--- src/rtl/deq_pkg.sv ---
// Shared constants, codes and ring helpers for the double-ended queue.
package deq_pkg;

    localparam int DEPTH   = 16;
    localparam int IDX_W   = (DEPTH > 1) ? $clog2(DEPTH) : 1;
    localparam int CNT_W   = $clog2(DEPTH + 1);
    localparam int DATA_W  = 32;
    localparam int FUNC_W  = 3;
    localparam int STAT_W  = 2;
    localparam int COUNT_W = 5;

    localparam logic [FUNC_W-1:0] OP_POP_FRONT  = 3'd0;
    localparam logic [FUNC_W-1:0] OP_POP_REAR   = 3'd1;
    localparam logic [FUNC_W-1:0] OP_PUSH_FRONT = 3'd2;
    localparam logic [FUNC_W-1:0] OP_PUSH_REAR  = 3'd3;
    localparam logic [FUNC_W-1:0] OP_LIST       = 3'd4;

    localparam logic [STAT_W-1:0] ST_OK    = 2'd0;
    localparam logic [STAT_W-1:0] ST_EMPTY = 2'd1;
    localparam logic [STAT_W-1:0] ST_FULL  = 2'd2;

    typedef struct packed {
        logic              we;
        logic [IDX_W-1:0]  waddr;
        logic [DATA_W-1:0] wdata;
        logic              re;
        logic [IDX_W-1:0]  raddr;
    } ram_req_t;

    function automatic logic [IDX_W-1:0] ring_add(input logic [IDX_W-1:0] base,
                                                  input logic [CNT_W-1:0] off);
        logic [IDX_W:0] sum;
        sum = {1'b0, base} + (IDX_W + 1)'(off);
        if (sum >= (IDX_W + 1)'(DEPTH))
        begin
            sum = sum - (IDX_W + 1)'(DEPTH);
        end
        return sum[IDX_W-1:0];
    endfunction

    function automatic logic [IDX_W-1:0] ring_dec(input logic [IDX_W-1:0] base);
        logic [IDX_W-1:0] res;
        if (base == '0)
        begin
            res = IDX_W'(DEPTH - 1);
        end
        else
        begin
            res = base - IDX_W'(1);
        end
        return res;
    endfunction

endpackage

--- src/rtl/deq_if.sv ---
// Request and response channel interfaces of the double-ended queue.
interface deq_in_if
    import deq_pkg::*;
();
    logic                     valid;
    logic                     ready;
    logic        [FUNC_W-1:0] func;
    logic signed [DATA_W-1:0] value;

    modport source (output valid, output func, output value, input ready);
    modport sink   (input valid, input func, input value, output ready);
endinterface

interface deq_out_if
    import deq_pkg::*;
();
    logic                      valid;
    logic                      ready;
    logic signed [DATA_W-1:0]  value_out;
    logic        [STAT_W-1:0]  status;
    logic                      last;
    logic        [COUNT_W-1:0] count;

    modport source (output valid, output value_out, output status, output last,
                    output count, input ready);
    modport sink   (input valid, input value_out, input status, input last,
                    input count, output ready);
endinterface

--- src/rtl/double_ended_queue_top.sv ---
// Top level of the double-ended queue: sequencer plus element store.
//
// The req channel takes one word per operation: func selects pop front,
// pop rear, push front, push rear or list, and value carries the element
// for a push. The rsp channel returns value_out, status, last and count.
// Every push and pop returns one word; a list returns one word per stored
// element, front to rear, with last set on the final one, or a single
// empty-status word when nothing is stored. Unused func codes are taken
// and return nothing.
// A push or pop is accepted in S_IDLE; S_RESP then loads its result from
// the store's registered read port into the output register, and req
// stays closed until then. A list issues its first read at acceptance;
// S_LIST then loads one word per cycle from the store's read port while
// the output register is free. A stalled receiver holds the output
// register; req stays open while the last result waits, and the
// sequencer waits for the register to free before loading the next word.
// Reset empties the queue at once: front index and count return to zero.
module double_ended_queue_top
    import deq_pkg::*;
(
    input  logic      clk,
    input  logic      rst_n,
    deq_in_if.sink    req,
    deq_out_if.source rsp
);

    ram_req_t          ram_req;
    logic [DATA_W-1:0] ram_rdata;

    deq_ctrl u_ctrl (
        .clk       (clk),
        .rst_n     (rst_n),
        .req       (req),
        .rsp       (rsp),
        .ram_req   (ram_req),
        .ram_rdata (ram_rdata)
    );

    deq_ram #(
        .DATA_BITS (DATA_W),
        .WORDS     (DEPTH)
    ) u_ram (
        .clk   (clk),
        .we    (ram_req.we),
        .waddr (ram_req.waddr),
        .wdata (ram_req.wdata),
        .re    (ram_req.re),
        .raddr (ram_req.raddr),
        .rdata (ram_rdata)
    );

endmodule

--- src/rtl/deq_ram.sv ---
// Simple dual-port RAM with one write port and one registered read port.
module deq_ram #(
    parameter int DATA_BITS = 32,
    parameter int WORDS     = 16,
    parameter int ADDR_BITS = (WORDS > 1) ? $clog2(WORDS) : 1
) (
    input  logic                 clk,
    input  logic                 we,
    input  logic [ADDR_BITS-1:0] waddr,
    input  logic [DATA_BITS-1:0] wdata,
    input  logic                 re,
    input  logic [ADDR_BITS-1:0] raddr,
    output logic [DATA_BITS-1:0] rdata
);

    logic [DATA_BITS-1:0] mem [WORDS];

    always_ff @(posedge clk)
    begin
        if (we)
        begin
            mem[waddr] <= wdata;
        end
    end

    always_ff @(posedge clk)
    begin
        if (re)
        begin
            rdata <= mem[raddr];
        end
    end

endmodule

--- src/rtl/deq_ctrl.sv ---
// Sequencer: ring pointers, store access and the result word register.
module deq_ctrl
    import deq_pkg::*;
(
    input  logic               clk,
    input  logic               rst_n,
    deq_in_if.sink             req,
    deq_out_if.source          rsp,
    output ram_req_t           ram_req,
    input  logic [DATA_W-1:0]  ram_rdata
);

    typedef enum logic [2:0] {
        S_IDLE = 3'b001,
        S_RESP = 3'b010,
        S_LIST = 3'b100
    } state_t;

    state_t              state_reg, state_next;
    logic [IDX_W-1:0]    front_reg, front_next;
    logic [CNT_W-1:0]    cnt_reg, cnt_next;
    logic [CNT_W-1:0]    lidx_reg, lidx_next;
    logic                rdsel_reg, rdsel_next;
    logic [STAT_W-1:0]   pst_reg, pst_next;

    logic                ov_reg, ov_next;
    logic [DATA_W-1:0]   oval_reg, oval_next;
    logic [STAT_W-1:0]   ost_reg, ost_next;
    logic                olast_reg, olast_next;
    logic [CNT_W-1:0]    ocnt_reg, ocnt_next;

    logic                accept;
    logic                slot_free;
    logic                is_empty;
    logic                is_full;
    logic                list_end;
    logic [IDX_W-1:0]    new_front;

    assign req.ready = (state_reg == S_IDLE);
    assign accept    = req.valid && req.ready;
    assign slot_free = !ov_reg || rsp.ready;
    assign is_empty  = (cnt_reg == '0);
    assign is_full   = (cnt_reg == CNT_W'(DEPTH));
    assign list_end  = ((lidx_reg + CNT_W'(1)) == cnt_reg);
    assign new_front = ring_dec(front_reg);

    always_comb
    begin
        state_next = state_reg;
        front_next = front_reg;
        cnt_next   = cnt_reg;
        lidx_next  = lidx_reg;
        rdsel_next = rdsel_reg;
        pst_next   = pst_reg;
        ov_next    = ov_reg && !rsp.ready;
        oval_next  = oval_reg;
        ost_next   = ost_reg;
        olast_next = olast_reg;
        ocnt_next  = ocnt_reg;
        ram_req    = '0;
        ram_req.wdata = req.value;

        case (state_reg)
            S_IDLE:
            begin
                if (accept)
                begin
                    rdsel_next = 1'b0;
                    pst_next   = ST_OK;
                    case (req.func)
                        OP_POP_FRONT:
                        begin
                            state_next = S_RESP;
                            if (is_empty)
                            begin
                                pst_next = ST_EMPTY;
                            end
                            else
                            begin
                                ram_req.re    = 1'b1;
                                ram_req.raddr = front_reg;
                                front_next    = ring_add(front_reg, CNT_W'(1));
                                cnt_next      = cnt_reg - CNT_W'(1);
                                rdsel_next    = 1'b1;
                            end
                        end
                        OP_POP_REAR:
                        begin
                            state_next = S_RESP;
                            if (is_empty)
                            begin
                                pst_next = ST_EMPTY;
                            end
                            else
                            begin
                                ram_req.re    = 1'b1;
                                ram_req.raddr = ring_add(front_reg, cnt_reg - CNT_W'(1));
                                cnt_next      = cnt_reg - CNT_W'(1);
                                rdsel_next    = 1'b1;
                            end
                        end
                        OP_PUSH_FRONT:
                        begin
                            state_next = S_RESP;
                            if (is_full)
                            begin
                                pst_next = ST_FULL;
                            end
                            else
                            begin
                                ram_req.we    = 1'b1;
                                ram_req.waddr = new_front;
                                front_next    = new_front;
                                cnt_next      = cnt_reg + CNT_W'(1);
                            end
                        end
                        OP_PUSH_REAR:
                        begin
                            state_next = S_RESP;
                            if (is_full)
                            begin
                                pst_next = ST_FULL;
                            end
                            else
                            begin
                                ram_req.we    = 1'b1;
                                ram_req.waddr = ring_add(front_reg, cnt_reg);
                                cnt_next      = cnt_reg + CNT_W'(1);
                            end
                        end
                        OP_LIST:
                        begin
                            if (is_empty)
                            begin
                                state_next = S_RESP;
                                pst_next   = ST_EMPTY;
                            end
                            else
                            begin
                                state_next    = S_LIST;
                                ram_req.re    = 1'b1;
                                ram_req.raddr = front_reg;
                                lidx_next     = '0;
                            end
                        end
                        default:
                        begin
                            state_next = S_IDLE;
                        end
                    endcase
                end
            end
            S_RESP:
            begin
                if (slot_free)
                begin
                    ov_next    = 1'b1;
                    oval_next  = rdsel_reg ? ram_rdata : '0;
                    ost_next   = pst_reg;
                    olast_next = 1'b1;
                    ocnt_next  = cnt_reg;
                    state_next = S_IDLE;
                end
            end
            S_LIST:
            begin
                if (slot_free)
                begin
                    ov_next    = 1'b1;
                    oval_next  = ram_rdata;
                    ost_next   = ST_OK;
                    olast_next = list_end;
                    ocnt_next  = cnt_reg;
                    if (list_end)
                    begin
                        state_next = S_IDLE;
                    end
                    else
                    begin
                        ram_req.re    = 1'b1;
                        ram_req.raddr = ring_add(front_reg, lidx_reg + CNT_W'(1));
                        lidx_next     = lidx_reg + CNT_W'(1);
                    end
                end
            end
            default:
            begin
                state_next = S_IDLE;
            end
        endcase
    end

    always_ff @(posedge clk or negedge rst_n)
    begin
        if (!rst_n)
        begin
            state_reg <= S_IDLE;
            front_reg <= '0;
            cnt_reg   <= '0;
            ov_reg    <= 1'b0;
        end
        else
        begin
            state_reg <= state_next;
            front_reg <= front_next;
            cnt_reg   <= cnt_next;
            ov_reg    <= ov_next;
        end
    end

    always_ff @(posedge clk)
    begin
        lidx_reg  <= lidx_next;
        rdsel_reg <= rdsel_next;
        pst_reg   <= pst_next;
        oval_reg  <= oval_next;
        ost_reg   <= ost_next;
        olast_reg <= olast_next;
        ocnt_reg  <= ocnt_next;
    end

    assign rsp.valid     = ov_reg;
    assign rsp.value_out = oval_reg;
    assign rsp.status    = ost_reg;
    assign rsp.last      = olast_reg;
    assign rsp.count     = COUNT_W'(ocnt_reg);

endmodule

--- src/flat_wrapper.sv ---
// flat-port wrapper written by rule: the top's interface ports become plain ports
module double_ended_queue_top_flat import deq_pkg::*;
  (clk, rst_n, req_valid, req_func, req_value, req_ready, rsp_valid, rsp_value_out, rsp_status, rsp_last, rsp_count, rsp_ready);
  deq_in_if req_i ();
  deq_out_if rsp_i ();
  input  logic clk;
  input  logic rst_n;
  input wire logic [$bits(req_i.valid)-1:0] req_valid;
  input wire logic [$bits(req_i.func)-1:0] req_func;
  input wire logic [$bits(req_i.value)-1:0] req_value;
  output wire logic [$bits(req_i.ready)-1:0] req_ready;
  output wire logic [$bits(rsp_i.valid)-1:0] rsp_valid;
  output wire logic [$bits(rsp_i.value_out)-1:0] rsp_value_out;
  output wire logic [$bits(rsp_i.status)-1:0] rsp_status;
  output wire logic [$bits(rsp_i.last)-1:0] rsp_last;
  output wire logic [$bits(rsp_i.count)-1:0] rsp_count;
  input wire logic [$bits(rsp_i.ready)-1:0] rsp_ready;
  assign req_i.valid = req_valid;
  assign req_i.func = req_func;
  assign req_i.value = req_value;
  assign req_ready = req_i.ready;
  assign rsp_valid = rsp_i.valid;
  assign rsp_value_out = rsp_i.value_out;
  assign rsp_status = rsp_i.status;
  assign rsp_last = rsp_i.last;
  assign rsp_count = rsp_i.count;
  assign rsp_i.ready = rsp_ready;
  double_ended_queue_top u_core (.clk(clk), .rst_n(rst_n), .req(req_i), .rsp(rsp_i));
endmodule
--- config.mk ---
export PLATFORM = sky130hd
export DESIGN_NAME = double_ended_queue_top_flat
export DESIGN_NICKNAME = d
export VERILOG_FILES = /design/src/rtl/deq_pkg.sv /design/src/rtl/deq_if.sv /design/src/rtl/double_ended_queue_top.sv /design/src/rtl/deq_ram.sv /design/src/rtl/deq_ctrl.sv /design/src/flat_wrapper.sv
export SDC_FILE = /design/constraint.sdc
export NUM_CORES = 1
export LEC_CHECK = 0
export BUFFER_PORTS_ARGS = -buffer_cell sky130_fd_sc_hd__buf_2
export CORE_MARGIN = 4
export CORE_UTILIZATION = 40
export CTS_BUF_LIST = sky130_fd_sc_hd__clkbuf_4 sky130_fd_sc_hd__clkbuf_8 sky130_fd_sc_hd__clkbuf_16
export DETAILED_ROUTE_END_ITERATION = 16
export SYNTH_ARGS = -nofsm -noshare
export SYNTH_HDL_FRONTEND = slang
export SYNTH_SLANG_ARGS = --single-unit
--- constraint.sdc ---
create_clock -name clk -period 6.4 [get_ports clk]
set_input_delay 1.28 -clock clk [delete_from_list [all_inputs] [get_ports clk]]
set_output_delay 1.28 -clock clk [all_outputs]
set_load 0.01 [all_outputs]
==> summary.md, run 1 <==
| Metric | Value |
|---|---|
| Leftover overflow at the end of global routing | 0 |
| First-pass GRT wire length | between 80000 and 90000 microns |
| Fraction of registers with async set/reset | 0.0215 |
| Post-detailed-route DRC marker count | 0 |
| Setup repair after global routing missed its margin | false |
| Ratio of final minimum period to clock period | 0.634 |
| Reg-to-reg endpoint | u_core.u_ram.rdata[26]$_DFFE_PP_ |
| Final hold viol count | 0 |
| Synthesized area divided by synthesized cell count | between 15 and 20 sq um |
| Hold-fix buffer count after cts | 0 |
| Synthesis warning total | 0 |
| Die Y-Extent | 254 microns |
| Count of instances resized after the clock tree is built | 0 |
| Number of setup violations in the final report | 0 |
| Diode insertion count for antenna repair | 0 |
| Status | completed |
| Start point of the worst hold path | u_core.u_ram.rdata[23]$_DFFE_PP_ |
| Critical register-to-register path startpoint | u_core.u_ctrl.cnt_reg[0]$_DFFE_PN0P_ |
| Layout net count | between 1500 and 2000 |
| Width of the chip | 254 microns |
| Kind of end point of the critical path | flop |
| Synthesized Nets | about 1600 |
| Critical-path maximum fanout | 24 |
| Worst Setup Start Kind | flop |
| Sequential-to-total area share from yosys stat | 0.746 |
| Setup Skew | 29.3 ps |
| H-tree Lvls | 2 |
| Signal arrival time at the worst endpoint | 4420 ps |
| Max Cap Viol | 0 |
| I/O Buffers | 80 |
| F_max | 247 MHz |
| Leakage Power | between 0.009 and 0.01 uW |
| Synth Flop Type | sky130_fd_sc_hd__edfxtp_1 |
| Layout Area Growth over Synthesis | 13.9% |
| Slew Limit Fails | 0 |
| End of the worst hold path | u_core.u_ctrl.rsp.value_out[23]$_DFFE_PP_ |
| Worst hold-check slack | 531 ps |
| Dominant cell type by area after synthesis | sky130_fd_sc_hd__edfxtp_1 |
| Number of cells on the worst hold path | 1 |
| ANT nets after route | 0 |
| Detailed Routing Iterations Pass 1 | 5 |
| Crit path max-delay family | compound AO/OA/AOI/OAI gates |
| Fraction of layout instances using a drive strength above 1 | 0.148 |
| Relative slew slack | 0.234 |
| Detailed-route via count | 13500 |
| Post-Route WL | 56100 microns |
| Area of the die | around 65000 sq um |
| Worst r2r path cells | 12 |
| Starting utilization of the core area | 0.403 |
| Io pins | just over 80 |
| Worst hold path class | flop to flop |
| Clock tree from TritonCTS | built |
| Synthesis-stage register bit count | 605 |
| Final design instance area without fill | between 20000 and 30000 sq um |
| Total routing usage reported by global routing | 0.172 |
| Largest reg by FF count | u_core.u_ram.mem |
| Maximum number of pins on one net before global-route repair | 65 |
| Number of global-route vias before repair | between 10000 and 15000 |
| Vias per cell | roughly 5.5 |
| WL per Instance | around 23 microns |
| VDD IR-drop max | ~0.25 mV |
| Final GP Congestion | about 0.79 |
| Cells after Synth | between 1500 and 2000 |
| 1st-iter DRT viols | 1182 |
| Worst-Skew Late Latency | about 640 ps |
| Crit path time final | slightly above 4000 ps |
| Largest register FFs | 512 |
| Fraction of post-synthesis cell area in the top cell type by area | 0.732 |
| Clock input transition at the sequential cells of the worst setup and hold paths | ~60 ps |
| Required time reported for the critical path endpoint | ~6800 ps |
| Post-CTS repair timing setup buffer count | 0 |
| Number of library cell types mapped by synthesis | 48 |
| CTS Sinks | slightly above 600 |
| Ordered cell list for the critical path | inv_1 -> ha_1 -> nor4b_4 -> or3_1 -> nor2b_1 -> a21oi_4 -> buf_4 -> buf_4 -> mux2i_1 -> a22oi_1 -> a21oi_1 -> mux2i_1 |
| Category of the critical setup timing path | flop to flop |
| Placeable Area | between 60000 and 70000 sq um |
| Maximum single-stage delay on the critical path | around 800 ps |
| Slew @ Worst Pin | roughly 1100 ps |
| Total CTS buffers | 59 |
| Register-to-register path setup slack | about 2300 ps |
| CTS root buf | sky130_fd_sc_hd__clkbuf_16 |
| Critical path buffer and inverter count | 3 |
| Top post-synthesis cells by area | sky130_fd_sc_hd__edfxtp_1 73%, sky130_fd_sc_hd__mux2i_1 6.7%, sky130_fd_sc_hd__a21oi_1 4.3% |
| Slowest-stage cell, CP | sky130_fd_sc_hd__a21oi_4 |
| Setup_tns | 0 ps |
| Cell Area, Synth | 24300 sq um |
| Post-synth EDFFs | 592 |
| Number of buffers on the longest clock path | 3 |
| Cell Area, Placed | approximately 26000 sq um |
| Core Rows | 90 |
| Power density of the placed cells | around 350 nW/um^2 |
| Number of antenna violations at the first check in global routing | 1 |
| Hpwl dp | around 30000 microns |
cells in the mapped netlist (3+ instances only):
cell                         n
sky130_fd_sc_hd__buf_6       5
sky130_fd_sc_hd__a21o_1      6
sky130_fd_sc_hd__fa_1        3
sky130_fd_sc_hd__inv_1      12
sky130_fd_sc_hd__mux2i_1   162
sky130_fd_sc_hd__xnor2_1    16
sky130_fd_sc_hd__edfxtp_1  592
sky130_fd_sc_hd__nand3_1     8
sky130_fd_sc_hd__a21oi_1   208
sky130_fd_sc_hd__buf_4       7
sky130_fd_sc_hd__buf_1       5
sky130_fd_sc_hd__a221oi_1   64
sky130_fd_sc_hd__a22oi_1    64
sky130_fd_sc_hd__nor3_1      8
sky130_fd_sc_hd__dfrtp_1    12
sky130_fd_sc_hd__nand2_1   149
sky130_fd_sc_hd__buf_2      29
sky130_fd_sc_hd__xor2_1     11
sky130_fd_sc_hd__nor2_1     41
sky130_fd_sc_hd__ha_1       15
sky130_fd_sc_hd__o21ai_0    12
sky130_fd_sc_hd__nand4_1     3
sky130_fd_sc_hd__nand2b_1    4
sky130_fd_sc_hd__clkbuf_1   56
sky130_fd_sc_hd__nor2b_1    37
report_power, final:
part           leakage [uW]  internal (uW)  total (uW)  switching [uW]
clock network      0.000929           1920        3420            1500
logic               0.00353            592        1530             937
registers           0.00551           4530        4660             132
total               0.00997           7030        9600            2570
layout make-up:
class                   count  area, sq um
fillers                  5119        32600
flip-flops and latches    605        18100
multi-input cells         839         5830
clock buffers              64         1510
well taps                 782          978
repair buffers            122          803
clock inverters            41          385
inverters                  12         45.0
how the worst max path moves through the flow:
stage / startpoint / end / depth (start not counted)
after global routing: u_core.u_ctrl.cnt_reg[0]$_DFFE_PN0P_ / u_core.u_ram.rdata[26]$_DFFE_PP_ / 12
after floorplan: req_func[0] / u_core.u_ram.mem[0][0]$_DFFE_PP_ / 7
after detailed placement: req_func[1] / u_core.u_ram.mem[9][4]$_DFFE_PP_ / 5
after CTS: u_core.u_ctrl.cnt_reg[0]$_DFFE_PN0P_ / u_core.u_ram.rdata[27]$_DFFE_PP_ / 12
after global placement: req_func[1] / u_core.u_ram.mem[7][0]$_DFFE_PP_ / 7
final: u_core.u_ctrl.cnt_reg[0]$_DFFE_PN0P_ / u_core.u_ram.rdata[26]$_DFFE_PP_ / 12
kinds of logic (layout without fill, tap and decap cells):
kind of cell / count (synthesis) / after routing / share of synthesized area
DFF: 605 / 605 / 0.746
AOI/OAI and AO/OA: 371 / 371 / 0.0970
and+or+nand+nor: 259 / 259 / 0.0476
muxes: 163 / 163 / 0.0672
buffers and inverters: 114 / 239 / 0.0217
xor gates and xnor gates: 28 / 28 / 0.0107
adders and majority gates: 18 / 18 / 0.0102
through the flow:
stage,cells,worst slack (ps),power (uW),util
2_1_floorplan,1558,1250,5800,-
5_1_grt,2465,2110,10000,0.459
3_5_place_dp,2360,1930,6270,0.428
6_report,2465,2340,9600,0.459
4_1_cts,2465,2360,9680,0.459
3_3_place_gp,2360,2010,6250,0.428
routing by layer:
metal	vias to the layer above	global-route usage	share of wire
li1	6189	-	-
met1	6913	0.231	0.43
met2	315	0.291	0.50
met3	82	0.0261	0.047
met4	2	0.0516	0.024
met5	-	0	0.00012
cell usage in the layout (no fill, tap or decap), types with 16 or more instances in the layout:
cell / n
sky130_fd_sc_hd__nor2b_1: 37
sky130_fd_sc_hd__nor2_4: 17
sky130_fd_sc_hd__buf_2: 80
sky130_fd_sc_hd__a22oi_1: 64
sky130_fd_sc_hd__xnor2_1: 16
sky130_fd_sc_hd__a21oi_1: 208
sky130_fd_sc_hd__edfxtp_1: 592
sky130_fd_sc_hd__nand2_1: 149
sky130_fd_sc_hd__a221oi_1: 64
sky130_fd_sc_hd__clkbuf_16: 59
sky130_fd_sc_hd__mux2i_1: 162
sky130_fd_sc_hd__buf_4: 35
sky130_fd_sc_hd__nor2_1: 24
Note: power is estimated with default switching activity, not from simulation.
==> inputs of run 2 (changes only) <==
--- a/config.mk
+++ b/config.mk
@@ -5,6 +5,7 @@
 export SDC_FILE = /design/constraint.sdc
 export NUM_CORES = 1
 export LEC_CHECK = 0
+export ABC_AREA = 1
 export BUFFER_PORTS_ARGS = -buffer_cell sky130_fd_sc_hd__buf_2
 export CORE_MARGIN = 4
 export CORE_UTILIZATION = 40
==> constraint.sdc (replaced) <==
create_clock -name clk -period 3.93 [get_ports clk]
set_input_delay 0.786 -clock clk [delete_from_list [all_inputs] [get_ports clk]]
set_output_delay 0.786 -clock clk [all_outputs]
set_load 0.01 [all_outputs]
==> run 2 against run 1 <==
  * Combinational power increased by 68%
  * Total power increased by 63%
  * Largest cell class unchanged
  * First-iteration DRC count increased by 44%
  * Non-clock buffer count increased by 11
  * Fmax increased by 22%
  * Die area increased by 9.8%
  * Critical path type unchanged
  * Global-route usage increased by 1.3 points
  * Critical path depth increased by 4
==> summary.md, run 2 <==
| Metric | Value |
|---|---|
| Placeable Area | between 60000 and 70000 sq um |
| Category of the critical setup timing path | flop to flop |
| Setup repair after global routing missed its margin | false |
| Clock input transition at the sequential cells of the worst setup and hold paths | roughly 60 ps |
| Hold-fix buffer count after cts | 0 |
| Internal power component | between 10000 and 15000 uW |
| Leakage Power | 0.0121 uW |
| Final cell count without fillers | 3417 |
| F_max | approximately 300 MHz |
| Number of library cell types mapped by synthesis | 37 |
| Layout Area Growth over Synthesis | 13.3% |
| Post-CTS repair timing setup buffer count | 0 |
| H-tree Lvls | 2 |
| Multi-input combinational cell area | around 6500 sq um |
| Kind of end point of the critical path | flop |
| Largest register FFs | ~500 |
| Relative slew slack | 0.321 |
| Synthesis warning total | 0 |
| Cell Area, Synth | roughly 27000 sq um |
| 1st-iter DRT viols | roughly 1700 |
| Combinational group share of total power | 0.164 |
| ANT nets after route | 0 |
| Final GP Congestion | 0.839 |
| Count of instances resized after the clock tree is built | 0 |
| Vias per cell | between 5 and 6 |
| Area of the die | slightly above 70000 sq um |
| Fraction of post-synthesis cell area in the top cell type by area | 0.665 |
| Dominant cell type by area after synthesis | sky130_fd_sc_hd__edfxtp_1 |
| Slew Limit Fails | 0 |
| Placed insts | ~3300 |
| Detailed Routing Iterations Pass 1 | 5 |
| VDD IR-drop max | 0.409 mV |
| Io pins | 81 |
| Number of global-route vias before repair | about 17000 |
| Filler cell count | approximately 5900 |
| Synthesis-stage register bit count | 605 |
| Starting utilization of the core area | 0.405 |
| Hpwl dp | around 37000 microns |
| Final hold viol count | 0 |
| Sequential-to-total area share from yosys stat | 0.677 |
| Area used by sequential logic in the layout | roughly 18000 sq um |
| Fraction of layout instances using a drive strength above 1 | 0.107 |
| Worst Setup Start Kind | flop |
| Post-layout total power | 15700 uW |
| I/O Buffers | 80 |
| First-pass GRT wire length | about 100000 microns |
| Synthesized Nets | ~2500 |
| Total CTS buffers | slightly above 60 |
| Width of the chip | about 270 microns |
| Setup Skew | roughly 22 ps |
| Worst-Skew Late Latency | roughly 640 ps |
| Critical-path maximum fanout | a little over 40 |
| Register-to-register path setup slack | 600 ps |
| Status | completed |
| Most common cell in the synthesized netlist | sky130_fd_sc_hd__nand3_1 |
| Signal arrival time at the worst endpoint | approximately 3800 ps |
| Proportion of power drawn by flip-flops and latches | 0.478 |
| Post-detailed-route DRC marker count | 0 |
| Most frequent cells in the layout | 595 x sky130_fd_sc_hd__nand3_1, 592 x sky130_fd_sc_hd__edfxtp_1, 426 x sky130_fd_sc_hd__inv_1, 396 x sky130_fd_sc_hd__nand2_1, 96 x sky130_fd_sc_hd__nand3b_1 |
| Max Cap Viol | 0 |
| Net switching power | 4320 uW |
| Number of buffers on the longest clock path | 3 |
| Leading cell type in the layout, fill and taps excluded | sky130_fd_sc_hd__nand3_1 |
| Post-Route WL | roughly 66000 microns |
| Layout net count | roughly 2600 |
| Number of antenna violations at the first check in global routing | 2 |
| Setup_tns | 0 ps |
| CTS root buf | sky130_fd_sc_hd__clkbuf_16 |
| Leftover overflow at the end of global routing | 0 |
| Maximum number of pins on one net before global-route repair | ~140 |
| Number of setup violations in the final report | 0 |
| Slew @ Worst Pin | ~1000 ps |
| Cell types with the highest counts after synthesis | 595 x sky130_fd_sc_hd__nand3_1, 592 x sky130_fd_sc_hd__edfxtp_1, 426 x sky130_fd_sc_hd__inv_1 |
| Clock group share of total power | 0.358 |
| CTS Sinks | between 600 and 700 |
| Post-synth EDFFs | between 500 and 600 |
| Sw frac | 0.276 |
| Detailed-route via count | 17500 |
| Worst hold path class | input pin to asynchronous set/reset pin |
| Clock tree from TritonCTS | built |
| Power density of the placed cells | approximately 520 nW/um^2 |
| Core Rows | 94 |
| Cells after Synth | ~2400 |
| Largest reg by FF count | u_core.u_ram.mem |
| Synth Flop Type | sky130_fd_sc_hd__edfxtp_1 |
| Fraction of registers with async set/reset | 0.0215 |
| Crit path time final | roughly 3300 ps |
| Die Y-Extent | about 270 microns |
| Top post-synthesis cells by area | sky130_fd_sc_hd__edfxtp_1 67%, sky130_fd_sc_hd__nand3_1 11%, sky130_fd_sc_hd__inv_1 6.0% |
| Total routing usage reported by global routing | 0.185 |
| WL per Instance | just under 20 microns |
| Synthesized area divided by synthesized cell count | 11.0 sq um |
| Ratio of final minimum period to clock period | 0.848 |
| Required time reported for the critical path endpoint | 4420 ps |
## run 2: cell count changes after synthesis, sizes merged, moves of 9 or more
cell and delta:
clkbuf -46, a21oi -200, nand3 +589, mux2i -162, o21ai +9, nor2 +47, inv +421, a22oi -63
a221oi -64, nand2 +251, nor2b -37, xnor2 -13, buf +79, nand3b +95
## run 2: final timing paths
path                                                          from                                         to  depth (start not counted)
max in group asynchronous                                    rst_n     u_core.u_ctrl.state_reg[0]$_DFFE_PN1P_                          1
hold / removal                                               rst_n       u_core.u_ctrl.cnt_reg[0]$_DFFE_PN0P_                          1
min in group clk                                     req_value[21]         u_core.u_ram.mem[14][21]$_DFFE_PP_                          1
setup reg to reg           u_core.u_ctrl.lidx_reg[0]$_SDFFCE_PN0P_           u_core.u_ram.rdata[10]$_DFFE_PP_                         16
hold reg to reg                   u_core.u_ram.rdata[26]$_DFFE_PP_  u_core.u_ctrl.rsp.value_out[26]$_DFFE_PP_                          2
setup / recovery           u_core.u_ctrl.lidx_reg[0]$_SDFFCE_PN0P_           u_core.u_ram.rdata[10]$_DFFE_PP_                         16
## run 2: final cells by class
| cell class | instances | area share |
|---|---|---|
| antenna | 1 | 0.0000826 |
| clock buffer | 72 | 0.0531 |
| clock inverter | 43 | 0.0108 |
| inverter | 433 | 0.0537 |
| multi-input combinational | 1266 | 0.214 |
| sequential | 605 | 0.598 |
| tap | 864 | 0.0357 |
| timing repair buffer | 133 | 0.0350 |
## run 2: through the flow
stage | utilization | hold slack (ps) | setup slack, ps | instance area [sq um]
after detailed placement | 0.430 | 532 | 456 | 28400
after floorplan | - | 490 | 16.4 | 26700
final | 0.459 | 53.9 | 597 | 30300
after CTS | 0.459 | 22.6 | 556 | 30300
after global routing | 0.459 | 39.7 | 396 | 30300
after global placement | 0.430 | 523 | 502 | 28400
## run 2: logic make-up (layout without fill, tap and decap cells)
family | count (synthesis) | in the layout | synth area share
fa+ha+maj | 18 | 18 | 0.00927
buf+inv | 568 | 681 | 0.0869
flops | 605 | 605 | 0.677
simple gates | 1195 | 1195 | 0.213
other cells | 0 | 1 | 0
compound gates | 39 | 39 | 0.00875
xor+xnor | 14 | 14 | 0.00459
## run 2: worst max-delay path, cell delays in order (launching register included)
cell	delay [ps]
sky130_fd_sc_hd__edfxtp_1	510
sky130_fd_sc_hd__ha_1	430
sky130_fd_sc_hd__inv_1	130
sky130_fd_sc_hd__nand2_1	80
sky130_fd_sc_hd__nand2_1	50
sky130_fd_sc_hd__nor2_1	130
sky130_fd_sc_hd__nand3_1	100
sky130_fd_sc_hd__nor2_2	140
sky130_fd_sc_hd__nand3_2	120
sky130_fd_sc_hd__nand4_1	150
sky130_fd_sc_hd__nand2_4	230
sky130_fd_sc_hd__inv_4	330
sky130_fd_sc_hd__buf_12	280
sky130_fd_sc_hd__nand3_1	120
sky130_fd_sc_hd__nand3_1	100
sky130_fd_sc_hd__nand3_1	110
sky130_fd_sc_hd__nand2_1	140
## run 2: power groups by stage
stage | sequential (uW) | clock, uW | combinational, uW
after floorplan | 7590 | 0 | 1760
after global placement | 7620 | 0 | 2510
after detailed placement | 7620 | 0 | 2560
after CTS | 7490 | 5740 | 2580
after global routing | 7510 | 6040 | 2860
final | 7490 | 5620 | 2570
## run 2: metal layers
| layer | global-route usage | vias up | share of wire |
|---|---|---|---|
| met3 | 0.0311 | 114 | 0.062 |
| met5 | 0 | - | 0.00026 |
| met1 | 0.254 | 8539 | 0.44 |
| met2 | 0.303 | 552 | 0.47 |
| met4 | 0.0574 | 2 | 0.028 |
| li1 | - | 8325 | - |
==> inputs of run 3 (changes only) <==
==> constraint.sdc (replaced) <==
create_clock -name clk -period 3.21 [get_ports clk]
set_input_delay 0.642 -clock clk [delete_from_list [all_inputs] [get_ports clk]]
set_output_delay 0.642 -clock clk [all_outputs]
set_load 0.01 [all_outputs]
==> run 3 against run 2 <==
  * Combinational power increased by 29%
  * Via count is 2.6% higher
  * Fmax is 11% higher
  * Largest power group unchanged
  * Global-route usage grew 0.47 points
  * Final cell count is 0.91% higher
  * Clock power rose by 21%
  * Die area is the same
  * Routed wire length increased by 3.3%
  * Sequential power increased by 22%
  * Critical endpoint is now u_core.u_ram.rdata[20]$_DFFE_PP_
==> summary.md, run 3 (synthesis gave the netlist of run 2 again) <==
| Metric | Value |
|---|---|
| Filler cell count | between 5000 and 6000 |
| Power density of the placed cells | between 600 and 700 nW/um^2 |
| Setup repair after global routing missed its margin | false |
| Dominant cell type by count on the critical path | sky130_fd_sc_hd__nor2_1 |
| VDD IR-drop max | around 0.45 mV |
| Detailed Routing Iterations Pass 1 | 5 |
| Vias per cell | about 5.2 |
| CTS Sinks | ~610 |
| Post-detailed-route DRC marker count | 0 |
| Critical-path maximum fanout | 15 |
| Ordered cell list for the critical path | inv_1 -> buf_4 -> ha_1 -> xor2_1 -> ha_1 -> nand2_1 -> nor2_1 -> a211oi_2 -> nor2_1 -> nor2_1 -> nand3_1 -> o211ai_4 -> buf_12 -> inv_2 -> buf_4 -> nand3_1 -> nand2_1 |
| WL per Instance | just under 20 microns |
| Setup Skew | between 20 and 30 ps |
| Worst Setup Start Kind | flop |
| Maximum number of pins on one net before global-route repair | about 90 |
| Worst r2r path cells | 17 |
| Relative slew slack | 0.323 |
| Clock input transition at the sequential cells of the worst setup and hold paths | approximately 60 ps |
| Required time reported for the critical path endpoint | between 3000 and 4000 ps |
| Final cell utilization of the core | 0.467 |
| Number of buffers on the longest clock path | 3 |
| Total routing usage reported by global routing | 0.189 |
| Clock tree from TritonCTS | built |
| Crit path time final | ~3000 ps |
| H-tree Lvls | 2 |
| I/O Buffers | 80 |
| Leading cell type in the layout, fill and taps excluded | sky130_fd_sc_hd__nand3_1 |
| Critical path buffer and inverter count | 5 |
| Slowest-stage cell, CP | sky130_fd_sc_hd__dfrtp_1 |
| Maximum single-stage delay on the critical path | around 380 ps |
| First-pass GRT wire length | 104000 microns |
| Signal arrival time at the worst endpoint | about 3400 ps |
| Leftover overflow at the end of global routing | 0 |
| Io pins | about 80 |
| Worst hold path class | input pin to flop |
| Layout net count | 2589 |
| CTS root buf | sky130_fd_sc_hd__clkbuf_16 |
| Hpwl dp | 39000 microns |
| Number of cells on the worst hold path | 1 |
| Starting utilization of the core area | 0.405 |
| Ratio of final minimum period to clock period | 0.932 |
| Final cell count without fillers | around 3400 |
| Total CTS buffers | approximately 60 |
| Crit path depth | 17 |
| Worst-Skew Late Latency | roughly 640 ps |
| Placed insts | ~3300 |
| 1st-iter DRT viols | about 1500 |
| Number of setup violations in the final report | 0 |
| Largest register FFs | about 510 |
| Fraction of layout instances using a drive strength above 1 | 0.116 |
| ANT nets after route | 0 |
| F_max | 334 MHz |
| Status | completed |
| Kind of end point of the critical path | flop |
| Area of the die | 71000 sq um |
| Slew @ Worst Pin | between 1000 and 1500 ps |
| Placeable Area | roughly 66000 sq um |
| Post-Route WL | 68100 microns |
| Largest reg by FF count | u_core.u_ram.mem |
| Most frequent cells in the layout | 595 x sky130_fd_sc_hd__nand3_1, 592 x sky130_fd_sc_hd__edfxtp_1, 426 x sky130_fd_sc_hd__inv_1, 396 x sky130_fd_sc_hd__nand2_1, 96 x sky130_fd_sc_hd__nand3b_1 |
| Width of the chip | 267 microns |
| Layout Area Growth over Synthesis | 15.2% |
| Slew Limit Fails | 0 |
| Category of the critical setup timing path | flop to flop |
| Max Cap Viol | 0 |
| Final GP Congestion | 0.854 |
| Final hold viol count | 0 |
| Core Rows | 94 |
| Crit path max-delay family | simple AND/OR/NAND/NOR gates |
| Number of antenna violations at the first check in global routing | 2 |
| Die Y-Extent | roughly 270 microns |
| Leakage Power | 0.0123 uW |
| Number of global-route vias before repair | roughly 17000 |
| Detailed-route via count | between 15000 and 20000 |
[run 3: cell count changes in the layout (fill, tap and decap cells not counted), moves of 3 or more]
cell / change
sky130_fd_sc_hd__buf_4: +8
sky130_fd_sc_hd__buf_12: +20
sky130_fd_sc_hd__clkinv_2: -7
sky130_fd_sc_hd__buf_6: +3
sky130_fd_sc_hd__clkinv_1: +4
[run 3: worst paths after layout]
check / start / to / slack [ps]
max: u_core.u_ctrl.cnt_reg[1]$_DFFE_PN0P_ / u_core.u_ram.rdata[20]$_DFFE_PP_ / 220
min: req_value[24] / u_core.u_ram.mem[3][24]$_DFFE_PP_ / 370
max reg2reg: u_core.u_ctrl.cnt_reg[1]$_DFFE_PN0P_ / u_core.u_ram.rdata[20]$_DFFE_PP_ / 220
min reg2reg: u_core.u_ctrl.pst_reg[1]$_DFFE_PP_ / u_core.u_ctrl.rsp.status[1]$_SDFFCE_PP0P_ / 550
max in group asynchronous: rst_n / u_core.u_ctrl.state_reg[0]$_DFFE_PN1P_ / 2450
min in group asynchronous: rst_n / u_core.u_ctrl.cnt_reg[2]$_DFFE_PN0P_ / 460
[run 3: per-layer routing]
metal,vias to the layer above,track usage,share of wire
met5,-,0,0.00019
met3,118,0.0296,0.064
met4,2,0.0521,0.025
li1,8404,-,-
met1,8854,0.258,0.43
met2,608,0.319,0.48
[run 3: layout make-up]
class | count | area [sq um] | share of cell area
flip-flops and latches | 605 | 18100 | 0.588
multi-input cells | 1266 | 6480 | 0.211
inverters | 433 | 1630 | 0.0529
clock buffers | 72 | 1610 | 0.0523
repair buffers | 165 | 1570 | 0.0509
well taps | 864 | 1080 | 0.0351
clock inverters | 41 | 304 | 0.00988
diodes | 2 | 5.00 | 0.000163
[run 3: per-stage QoR]
stage	hold WS (ps)	cell area, sq um	setup TNS, ps	worst slack, ps	total power (uW)
after detailed placement	536	28800	0	86.5	12600
final	372	30800	0	219	19300
after global routing	365	30800	0	28.5	20100
after floorplan	346	26800	-69770	-366	11400
after CTS	343	30700	0	94.9	19400
after global placement	527	28800	0	130	12500
[run 3: power breakdown]
group	internal, uW	total, uW	switching [uW]	leakage, uW
Clock	3820	6810	2990	0.000955
Sequential	8980	9130	150	0.00550
Combinational	1140	3310	2180	0.00588
[run 3: what timing repair did]
action	in CTS	in global routing
endpoints found under the hold margin	12	0
resized for setup	0	4
setup buffers	0	1
endpoints found under the setup margin	0	13
hold buffers	1	0
[run 3: worst register-to-register path: stages, from the launching register on]
cell and delay, ps:
sky130_fd_sc_hd__dfrtp_1 380, sky130_fd_sc_hd__inv_1 70, sky130_fd_sc_hd__buf_4 140, sky130_fd_sc_hd__ha_1 200
sky130_fd_sc_hd__xor2_1 230, sky130_fd_sc_hd__ha_1 310, sky130_fd_sc_hd__nand2_1 80, sky130_fd_sc_hd__nor2_1 50
sky130_fd_sc_hd__a211oi_2 170, sky130_fd_sc_hd__nor2_1 70, sky130_fd_sc_hd__nor2_1 90, sky130_fd_sc_hd__nand3_1 120
sky130_fd_sc_hd__o211ai_4 220, sky130_fd_sc_hd__buf_12 150, sky130_fd_sc_hd__inv_2 40, sky130_fd_sc_hd__buf_4 220
sky130_fd_sc_hd__nand3_1 160, sky130_fd_sc_hd__nand2_1 60
